### config.mk
export PLATFORM = sky130hd
export DESIGN_NAME = battery_warning_voter_flat
export DESIGN_NICKNAME = d
export VERILOG_FILES = /design/src/sv/bwv_pkg.sv /design/src/sv/bwv_if.sv /design/src/sv/battery_warning_voter.sv /design/src/flat_wrapper.sv
export SDC_FILE = /design/constraint.sdc
export NUM_CORES = 1
export LEC_CHECK = 0
export BUFFER_PORTS_ARGS = -buffer_cell sky130_fd_sc_hd__buf_2
export CAP_MARGIN = 15
export CORE_MARGIN = 2
export CORE_UTILIZATION = 35
export CTS_CLUSTER_SIZE = 14
export DETAILED_ROUTE_END_ITERATION = 10
export PLACE_DENSITY = 0.56
export SLEW_MARGIN = 25
export SYNTH_ARGS = -nofsm -noshare
export SYNTH_HDL_FRONTEND = slang
export SYNTH_SLANG_ARGS = --single-unit
### constraint.sdc
create_clock -name clk_i -period 7.85 [get_ports clk_i]
set_input_delay 0.785 -clock clk_i [delete_from_list [all_inputs] [get_ports clk_i]]
set_output_delay 0.785 -clock clk_i [all_outputs]
set_load 0.01 [all_outputs]
### src/sv/bwv_pkg.sv
// Package for the battery warning voter: slot counts, codes and payload types.
// Used by the channel interfaces and the top level.
`timescale 1ns / 1ps

package bwv_pkg;

  localparam int unsigned SINGLE_SLOTS = 4;
  localparam int unsigned PACK_SLOTS   = 4;
  localparam int unsigned RAW_SLOTS    = SINGLE_SLOTS + PACK_SLOTS;
  localparam int unsigned SLOT_COUNT   = (RAW_SLOTS > 8) ? 8 : RAW_SLOTS;
  localparam int unsigned SLOT_DEPTH   = 8;
  localparam int unsigned SLOT_W       = 3;
  localparam int unsigned CNT_W        = 4;

  localparam logic [1:0] MODE_STATUS  = 2'd0;
  localparam logic [1:0] MODE_REPORT  = 2'd1;
  localparam logic [1:0] MODE_PUBLISH = 2'd2;

  localparam logic [1:0] WARN_NONE = 2'd0;
  localparam logic [1:0] WARN_CRIT = 2'd1;
  localparam logic [1:0] WARN_EMER = 2'd2;

  localparam logic [1:0] REG_DROP_DELAY = 2'd0;
  localparam logic [1:0] REG_ADV_EN     = 2'd1;

  localparam logic [31:0] DROP_DELAY_RESET = 32'd1000000;

  typedef struct packed {
    logic [1:0]  mode;
    logic [2:0]  slot;
    logic [31:0] now_us;
    logic [15:0] level;
    logic [15:0] critical_level;
    logic [15:0] emergency_level;
    logic [7:0]  battery_id;
    logic [15:0] voltage_mv;
    logic [15:0] run_time;
    logic        connected;
    logic        armed_in;
    logic        redundant_in;
  } bwv_in_t;

  typedef struct packed {
    logic [1:0]  warning;
    logic [7:0]  cause_id;
    logic [15:0] source_voltage_mv;
    logic [15:0] source_run_time;
  } bwv_out_t;

  typedef struct packed {
    logic [1:0]  index;
    logic [31:0] data;
  } bwv_cfg_t;

  typedef struct packed {
    logic [7:0]  id;
    logic [15:0] volt;
    logic [15:0] rt;
  } bwv_cand_t;

  typedef struct packed {
    logic [1:0]  warn;
    logic [31:0] crit_ts;
    logic [31:0] emer_ts;
  } bwv_entry_t;

endpackage

### src/sv/bwv_if.sv
// Handshake channels of the battery warning voter: input, result, configuration.
// Depends on bwv_pkg for the payload types.
`timescale 1ns / 1ps

interface bwv_in_if import bwv_pkg::*; ();
  logic    valid;
  logic    ready;
  bwv_in_t data;
  modport source (output valid, output data, input ready);
  modport sink (input valid, input data, output ready);
endinterface

interface bwv_out_if import bwv_pkg::*; ();
  logic     valid;
  logic     ready;
  bwv_out_t data;
  modport source (output valid, output data, input ready);
  modport sink (input valid, input data, output ready);
endinterface

interface bwv_cfg_if import bwv_pkg::*; ();
  logic     valid;
  logic     ready;
  bwv_cfg_t data;
  modport source (output valid, output data, input ready);
  modport sink (input valid, input data, output ready);
endinterface

### src/sv/battery_warning_voter.sv
// Battery warning voter: a report does one read and one write-back of the slot memory;
// a publish does one read per slot then the vote, which waits while an earlier result is
// still pending, and registers the result; a status item only updates the flags.
// One item is worked at a time; the result register frees the input while it waits.
// Reset (async, active low) clears flags, candidates, the published status and the
// per-slot valid bits, so every slot reads as no warning and zero stamps.
`timescale 1ns / 1ps

module battery_warning_voter import bwv_pkg::*; (
  input  logic       clk_i,
  input  logic       rst_ni,
  bwv_in_if.sink     in_i,
  bwv_out_if.source  out_o,
  bwv_cfg_if.sink    cfg_i
);

  typedef enum logic [3:0] {
    ST_IDLE = 4'b0001,
    ST_UPD  = 4'b0010,
    ST_SCAN = 4'b0100,
    ST_VOTE = 4'b1000
  } state_e;

  state_e state_q, state_d;

  logic [31:0] drop_delay_q;
  logic        adv_en_q;
  logic        armed_q, redundant_q;
  bwv_cand_t   crit_cand_q, emer_cand_q;
  logic [1:0]  pub_warn_q;
  bwv_cand_t   pub_src_q;
  logic        out_valid_q;

  logic [SLOT_DEPTH-1:0] vld_q;
  bwv_entry_t mem_q [SLOT_DEPTH];
  bwv_entry_t rd_q;
  logic       rd_vld_q;

  bwv_in_t    item_q;
  logic [CNT_W-1:0] cnt_q;
  logic [CNT_W-1:0] nemer_q, ncrit_q;

  logic        in_acc, cfg_acc, out_acc;
  logic        rd_en;
  logic [SLOT_W-1:0] rd_addr;
  logic        mem_we;
  bwv_entry_t  cur, wr_data;
  logic        slot_ok;
  logic [31:0] age_c, age_e;
  logic        stale_c, stale_e;
  logic [1:0]  new_warn;
  logic        raise;
  logic [CNT_W-1:0] need;
  logic [1:0]  vote_lvl;
  logic        vote_go;

  assign in_i.ready  = (state_q == ST_IDLE);
  assign cfg_i.ready = 1'b1;
  assign in_acc  = in_i.valid && in_i.ready;
  assign cfg_acc = cfg_i.valid && cfg_i.ready;
  assign out_acc = out_o.valid && out_o.ready;

  assign out_o.valid                  = out_valid_q;
  assign out_o.data.warning           = pub_warn_q;
  assign out_o.data.cause_id          = pub_src_q.id;
  assign out_o.data.source_voltage_mv = pub_src_q.volt;
  assign out_o.data.source_run_time   = pub_src_q.rt;

  assign slot_ok = ({1'b0, in_i.data.slot} < CNT_W'(SLOT_COUNT)) && in_i.data.connected
                   && armed_q;

  // read-modify-write of one slot entry
  assign cur = rd_vld_q ? rd_q : '0;
  always_comb begin
    wr_data = cur;
    if (item_q.level > item_q.critical_level) begin
      wr_data.crit_ts = item_q.now_us;
    end
    if (item_q.level > item_q.emergency_level) begin
      wr_data.emer_ts = item_q.now_us;
    end
    age_c   = item_q.now_us - wr_data.crit_ts;
    age_e   = item_q.now_us - wr_data.emer_ts;
    stale_c = age_c > drop_delay_q;
    stale_e = age_e > drop_delay_q;
    if (stale_e || cur.warn == WARN_EMER) begin
      new_warn = WARN_EMER;
    end else if (stale_c || cur.warn == WARN_CRIT) begin
      new_warn = WARN_CRIT;
    end else begin
      new_warn = WARN_NONE;
    end
    raise = new_warn > cur.warn;
    if (raise) begin
      wr_data.warn = new_warn;
    end
  end

  // vote on the counted levels
  always_comb begin
    need = (adv_en_q && redundant_q) ? CNT_W'(2) : CNT_W'(1);
    if (nemer_q >= need) begin
      vote_lvl = WARN_EMER;
    end else if ((ncrit_q + nemer_q) >= need) begin
      vote_lvl = WARN_CRIT;
    end else begin
      vote_lvl = WARN_NONE;
    end
    vote_go = !out_valid_q || out_o.ready;
  end

  always_comb begin
    state_d = state_q;
    rd_en   = 1'b0;
    rd_addr = in_i.data.slot;
    mem_we  = 1'b0;
    case (state_q)
      ST_IDLE: begin
        if (in_acc && in_i.data.mode == MODE_REPORT && slot_ok) begin
          rd_en   = 1'b1;
          state_d = ST_UPD;
        end else if (in_acc && in_i.data.mode == MODE_PUBLISH) begin
          rd_en   = 1'b1;
          rd_addr = '0;
          state_d = ST_SCAN;
        end
      end
      ST_UPD: begin
        mem_we  = 1'b1;
        state_d = ST_IDLE;
      end
      ST_SCAN: begin
        if (cnt_q == CNT_W'(SLOT_COUNT)) begin
          state_d = ST_VOTE;
        end else begin
          rd_en   = 1'b1;
          rd_addr = cnt_q[SLOT_W-1:0];
        end
      end
      ST_VOTE: begin
        if (vote_go) begin
          state_d = ST_IDLE;
        end
      end
      default: state_d = ST_IDLE;
    endcase
  end

  always_ff @(posedge clk_i) begin
    if (mem_we) begin
      mem_q[item_q.slot] <= wr_data;
    end
    if (rd_en) begin
      rd_q     <= mem_q[rd_addr];
      rd_vld_q <= vld_q[rd_addr];
    end
    if (in_acc) begin
      item_q <= in_i.data;
    end
  end

  always_ff @(posedge clk_i or negedge rst_ni) begin
    if (!rst_ni) begin
      state_q      <= ST_IDLE;
      drop_delay_q <= DROP_DELAY_RESET;
      adv_en_q     <= 1'b0;
      armed_q      <= 1'b0;
      redundant_q  <= 1'b0;
      crit_cand_q  <= '0;
      emer_cand_q  <= '0;
      pub_warn_q   <= WARN_NONE;
      pub_src_q    <= '0;
      out_valid_q  <= 1'b0;
      vld_q        <= '0;
      cnt_q        <= '0;
      nemer_q      <= '0;
      ncrit_q      <= '0;
    end else begin
      state_q <= state_d;
      if (cfg_acc && cfg_i.data.index == REG_DROP_DELAY) begin
        drop_delay_q <= cfg_i.data.data;
      end
      if (cfg_acc && cfg_i.data.index == REG_ADV_EN) begin
        adv_en_q <= cfg_i.data.data[0];
      end
      if (in_acc && in_i.data.mode == MODE_STATUS) begin
        armed_q     <= in_i.data.armed_in;
        redundant_q <= in_i.data.redundant_in;
      end
      if (in_acc) begin
        cnt_q   <= CNT_W'(1);
        nemer_q <= '0;
        ncrit_q <= '0;
      end
      if (mem_we) begin
        vld_q[item_q.slot] <= 1'b1;
        if (raise && new_warn == WARN_EMER) begin
          emer_cand_q <= '{id: item_q.battery_id, volt: item_q.voltage_mv,
                           rt: item_q.run_time};
        end
        if (raise && new_warn == WARN_CRIT) begin
          crit_cand_q <= '{id: item_q.battery_id, volt: item_q.voltage_mv,
                           rt: item_q.run_time};
        end
      end
      // accumulate the slot read in the previous cycle
      if (state_q == ST_SCAN && cnt_q != CNT_W'(SLOT_COUNT)) begin
        cnt_q <= cnt_q + CNT_W'(1);
      end
      if (state_q == ST_SCAN) begin
        if (cur.warn == WARN_EMER) begin
          nemer_q <= nemer_q + CNT_W'(1);
        end else if (cur.warn == WARN_CRIT) begin
          ncrit_q <= ncrit_q + CNT_W'(1);
        end
      end
      if (out_acc) begin
        out_valid_q <= 1'b0;
      end
      if (state_q == ST_VOTE && vote_go) begin
        out_valid_q <= 1'b1;
        if (vote_lvl > pub_warn_q) begin
          pub_warn_q <= vote_lvl;
          pub_src_q  <= (vote_lvl == WARN_EMER) ? emer_cand_q : crit_cand_q;
        end
      end
    end
  end

  a_state_onehot: assert property (@(posedge clk_i) disable iff (!rst_ni)
    $onehot(state_q))
    else $error("state register not one-hot");

  a_pub_monotonic: assert property (@(posedge clk_i) disable iff (!rst_ni)
    1'b1 |=> pub_warn_q >= $past(pub_warn_q))
    else $error("published warning fell");

  a_pub_none_zero: assert property (@(posedge clk_i) disable iff (!rst_ni)
    pub_warn_q == WARN_NONE |-> pub_src_q == '0)
    else $error("source set while no warning published");

  a_scan_bound: assert property (@(posedge clk_i) disable iff (!rst_ni)
    state_q == ST_SCAN |-> cnt_q <= CNT_W'(SLOT_COUNT))
    else $error("slot scan ran past the slot count");

  a_vote_holds_out: assert property (@(posedge clk_i) disable iff (!rst_ni)
    state_q == ST_VOTE && out_valid_q && !out_o.ready |=> state_q == ST_VOTE)
    else $error("publish left vote while result still pending");

endmodule

### src/flat_wrapper.sv
// flat-port wrapper written by rule: the top's interface ports become plain ports
module battery_warning_voter_flat import bwv_pkg::*;
  (clk_i, rst_ni, in_i_valid, in_i_data, in_i_ready, out_o_valid, out_o_data, out_o_ready, cfg_i_valid, cfg_i_data, cfg_i_ready);
  bwv_in_if in_i_i ();
  bwv_out_if out_o_i ();
  bwv_cfg_if cfg_i_i ();
  input  logic clk_i;
  input  logic rst_ni;
  input wire logic [$bits(in_i_i.valid)-1:0] in_i_valid;
  input wire logic [$bits(in_i_i.data)-1:0] in_i_data;
  output wire logic [$bits(in_i_i.ready)-1:0] in_i_ready;
  output wire logic [$bits(out_o_i.valid)-1:0] out_o_valid;
  output wire logic [$bits(out_o_i.data)-1:0] out_o_data;
  input wire logic [$bits(out_o_i.ready)-1:0] out_o_ready;
  input wire logic [$bits(cfg_i_i.valid)-1:0] cfg_i_valid;
  input wire logic [$bits(cfg_i_i.data)-1:0] cfg_i_data;
  output wire logic [$bits(cfg_i_i.ready)-1:0] cfg_i_ready;
  assign in_i_i.valid = in_i_valid;
  assign in_i_i.data = in_i_data;
  assign in_i_ready = in_i_i.ready;
  assign out_o_valid = out_o_i.valid;
  assign out_o_data = out_o_i.data;
  assign out_o_i.ready = out_o_ready;
  assign cfg_i_i.valid = cfg_i_valid;
  assign cfg_i_i.data = cfg_i_data;
  assign cfg_i_ready = cfg_i_i.ready;
  battery_warning_voter u_core (.clk_i(clk_i), .rst_ni(rst_ni), .in_i(in_i_i), .out_o(out_o_i), .cfg_i(cfg_i_i));
endmodule
==> metrics.txt <==
full die area=118,000 sq um; IO Pins=212; First-pass DRT Iterations=6; global-route usage over all layers=0.177; largest cells by area after synthesis=edfxtp_1 (53%), dfrtp_1 (11%), nand2_1 (7.2%); die height=344 um; root buffer cell=clkbuf_16; HP Class=primary input to async pin; Crit path top cell by count=nand2_1; Post-Syn Area=40,500 sq um; total grt overflow=0; Post-synth EDFFs=718; clk_lat worst skew=700 ps; peak supply drop=0.163 mV; fin cells=5,257; Worst Setup Start Kind=flip-flop; FP Rows=124; fin crit period=7540 ps; share of cells above drive strength 1=0.151; Synth Instances=3,445; CORE AREA=115,000 sq um; slowest CP cell=a2111oi_4; cell count of the worst reg-to-reg path=34; Psw=3.35 mW; register bit total from synthesis=900; PortBufs=210; Via density=5.12; fin worst setup slack=308 ps; crit path kind=flip-flop to flip-flop; leakage=19.0 nW; clock-pin slew on the worst setup and hold paths=60 ps; post-synth top area share=0.533; DRT antenna net count=0; cts bufs inserted=97; Tcrit/Tclk final=0.961; CP Capture Type=flip-flop; setup TNS=0 ps; CTS tree=yes; clock power share=0.375; vias in the first global route=25.5k; chip width=344 um; Final nets=4,002; area leader, netlist=edfxtp_1; Max Freq=133 MHz; clk_skew=55.4 ps; Slew @ Worst Pin=1070 ps; Int Pwr=8.85 mW; sw frac=0.275; Clock Path Buffers=3; WP data arrival=8110 ps; syn_area_per_cell=11.7 sq um; area delta synth->final=15.8%; pwr dens=260 nW/um^2; hold_ws=214 ps; CTS sink cnt=900; share of async-settable or async-resettable flops after synthesis=0.202; Setup-failing EPs final=0; ys flop type=edfxtp_1; pin count of the biggest net entering global routing=167; Initial Utilization=0.353; WL/cell=20.4 um; max incr delay on CP=500 ps; outcome=completed; DRC viols=0; max-slew violations=0; first-pass GRT wire length=160,000 um; post-synth net total=3,786; hold violation count in the final report=0; CP required=8420 ps; Yosys cell types=75; via count=26.9k; DP HPWL=65,900 um; Worst R2R End=u_core.crit_cand_q[14]; initial antenna violation count=7; Reg2Reg Launch Point=u_core.item_q[88]; Inst Count DP=5,067; drt total wl=107,000 um; Iteration-0 DRC Markers=2,228; Worst slew margin=0.287; r2r setup slk=310 ps; crit-path max FO=20; Max-Cap Viols=0; synthesis warning total=0; pre-CTS setup slack=83.9 ps; RD Place Congestion=0.875; power share of the sequential group=0.451; Comb pwr share=0.173; sequential area share after synthesis=0.646; H-Tree Depth=3
power by group through the flow:
stage               clock network, mW  registers (mW)  logic (mW)
finish                           4.58            5.51        2.12
global route                     4.86            5.52        2.37
CTS                              4.67            5.51        2.08
detailed placement                  0            5.60        2.06
global placement                    0            5.60        2.05
floorplan                           0            5.56        1.43
per-layer routing:
metal | global-route usage | share of wire | vias up
li1 | - | - | 12800
met1 | 0.257 | 0.47 | 13200
met2 | 0.271 | 0.44 | 776
met3 | 0.0332 | 0.065 | 138
met4 | 0.0457 | 0.021 | 8
met5 | 0 | 0.00062 | -
stage by stage:
step / power [mW] / instance area (sq um) / utilization
after global routing: 12.7 / 46800 / 0.409
after global placement: 7.65 / 43400 / 0.379
after CTS: 12.3 / 46600 / 0.407
after floorplan: 6.99 / 40500 / -
after detailed placement: 7.66 / 43400 / 0.379
final: 12.2 / 46800 / 0.409
critical path: cells and delay by family, from the launching register on:
| kind | cells | cell delay, ps |
|---|---|---|
| AND/OR/NAND/NOR | 10 | 1230 |
| adder cells (fa/ha/maj) | 3 | 890 |
| AO/OA/AOI/OAI | 14 | 3470 |
| flip-flops | 1 | 410 |
| multiplexers | 1 | 290 |
| XOR/XNOR | 1 | 150 |
| buffers and inverters | 5 | 930 |
worst max path at each step:
| stage | start | end | slack [ps] | depth (start not counted) |
|---|---|---|---|---|
| 3_3_place_gp | u_core.item_q[88] | u_core.crit_cand_q[15] | 200 | 32 |
| 3_5_place_dp | u_core.item_q[88] | u_core.crit_cand_q[29] | 80 | 32 |
| 4_1_cts | u_core.item_q[88] | u_core.crit_cand_q[14] | 40 | 32 |
| 2_1_floorplan | u_core.item_q[89] | u_core.crit_cand_q[0] | 910 | 31 |
| 5_1_grt | u_core.item_q[88] | u_core.crit_cand_q[25] | -30 | 34 |
| 6_report | u_core.item_q[88] | u_core.crit_cand_q[14] | 310 | 34 |
layout by cell type (no fill, tap or decap), types with 49 or more instances in the layout:
cell type  instances
buf_2            209
buf_4             49
a21oi_1          111
nand3_1          384
mux2_2            85
clkbuf_16         98
edfxtp_1         718
o21ai_0          175
nand2_1          780
ha_1             170
dfrtp_1          174
inv_1            143
nor2_1            64
timing repair:
action | 4_1_cts | 5_1_grt
buffers inserted | 0 | 5
hold buffers | 0 | 0
endpoints found under the setup margin | 0 | 96
gates resized for setup | 0 | 30
cell families (layout without fill, tap and decap cells):
| kind of cell | Yosys count | after routing | share of synthesized area |
|---|---|---|---|
| simple gates | 1434 | 1435 | 0.157 |
| flops | 900 | 900 | 0.646 |
| compound gates | 455 | 455 | 0.0675 |
| buf+inv | 298 | 595 | 0.0289 |
| fa+ha+maj | 174 | 174 | 0.0544 |
| mux | 125 | 125 | 0.0335 |
| xor+xnor | 58 | 58 | 0.0126 |
| other cells | 1 | 3 | 0.0000927 |
cells in the mapped netlist, types with 3 or more instances:
cell type and instances:
and3_1 41, nand3b_1 3, dfrtp_1 174, edfxtp_1 718, and2_1 35, o31ai_1 3
a21o_1 47, and4_1 3, clkbuf_1 108, a2111oi_2 3, a31oi_1 8, o21bai_1 4
nor3_1 20, nor3b_1 4, o211a_1 3, o21ai_0 181, or2_2 10, xnor2_1 48
o21a_1 18, nand4_1 25, mux2_2 85, mux2i_1 40, a211oi_1 14, nor2b_1 20
fa_1 3, o22ai_1 3, o2111ai_1 4, nand2_1 781, a22o_1 5, xor2_1 10
ha_1 171, nand2b_1 18, buf_1 7, o21ai_1 19, or3_1 6, dfstp_2 8
nor2_1 72, a21oi_1 112, o211ai_1 8, inv_1 143, buf_2 37, nand3_1 386
area by class of cell:
| cell class | count | area [sq um] |
|---|---|---|
| Antenna cell | 2 | 5.00 |
| Clock buffer | 131 | 2670 |
| Clock inverter | 50 | 561 |
| Fill cell | 10800 | 67600 |
| Inverter | 145 | 549 |
| Multi-Input combinational cell | 2248 | 13500 |
| Sequential cell | 900 | 26100 |
| Tap cell | 1512 | 1890 |
| Timing Repair Buffer | 269 | 1600 |
flip-flops by register name (all words and copies together), names as in the netlist:
signal	count
u_core.mem_q	528
u_core.item_q	123
u_core.rd_q	66
u_core.crit_cand_q	40
u_core.emer_cand_q	40
u_core.out_o.data	40
u_core.drop_delay_q	32
u_core.vld_q	8
u_core.cnt_q	4
u_core.ncrit_q	4
u_core.nemer_q	4
u_core.state_q	4
u_core.pub_warn_q	2
u_core.adv_en_q	1
u_core.armed_q	1
u_core.out_o.valid	1
u_core.rd_vld_q	1
u_core.redundant_q	1
(Power assumes the default switching activity.)
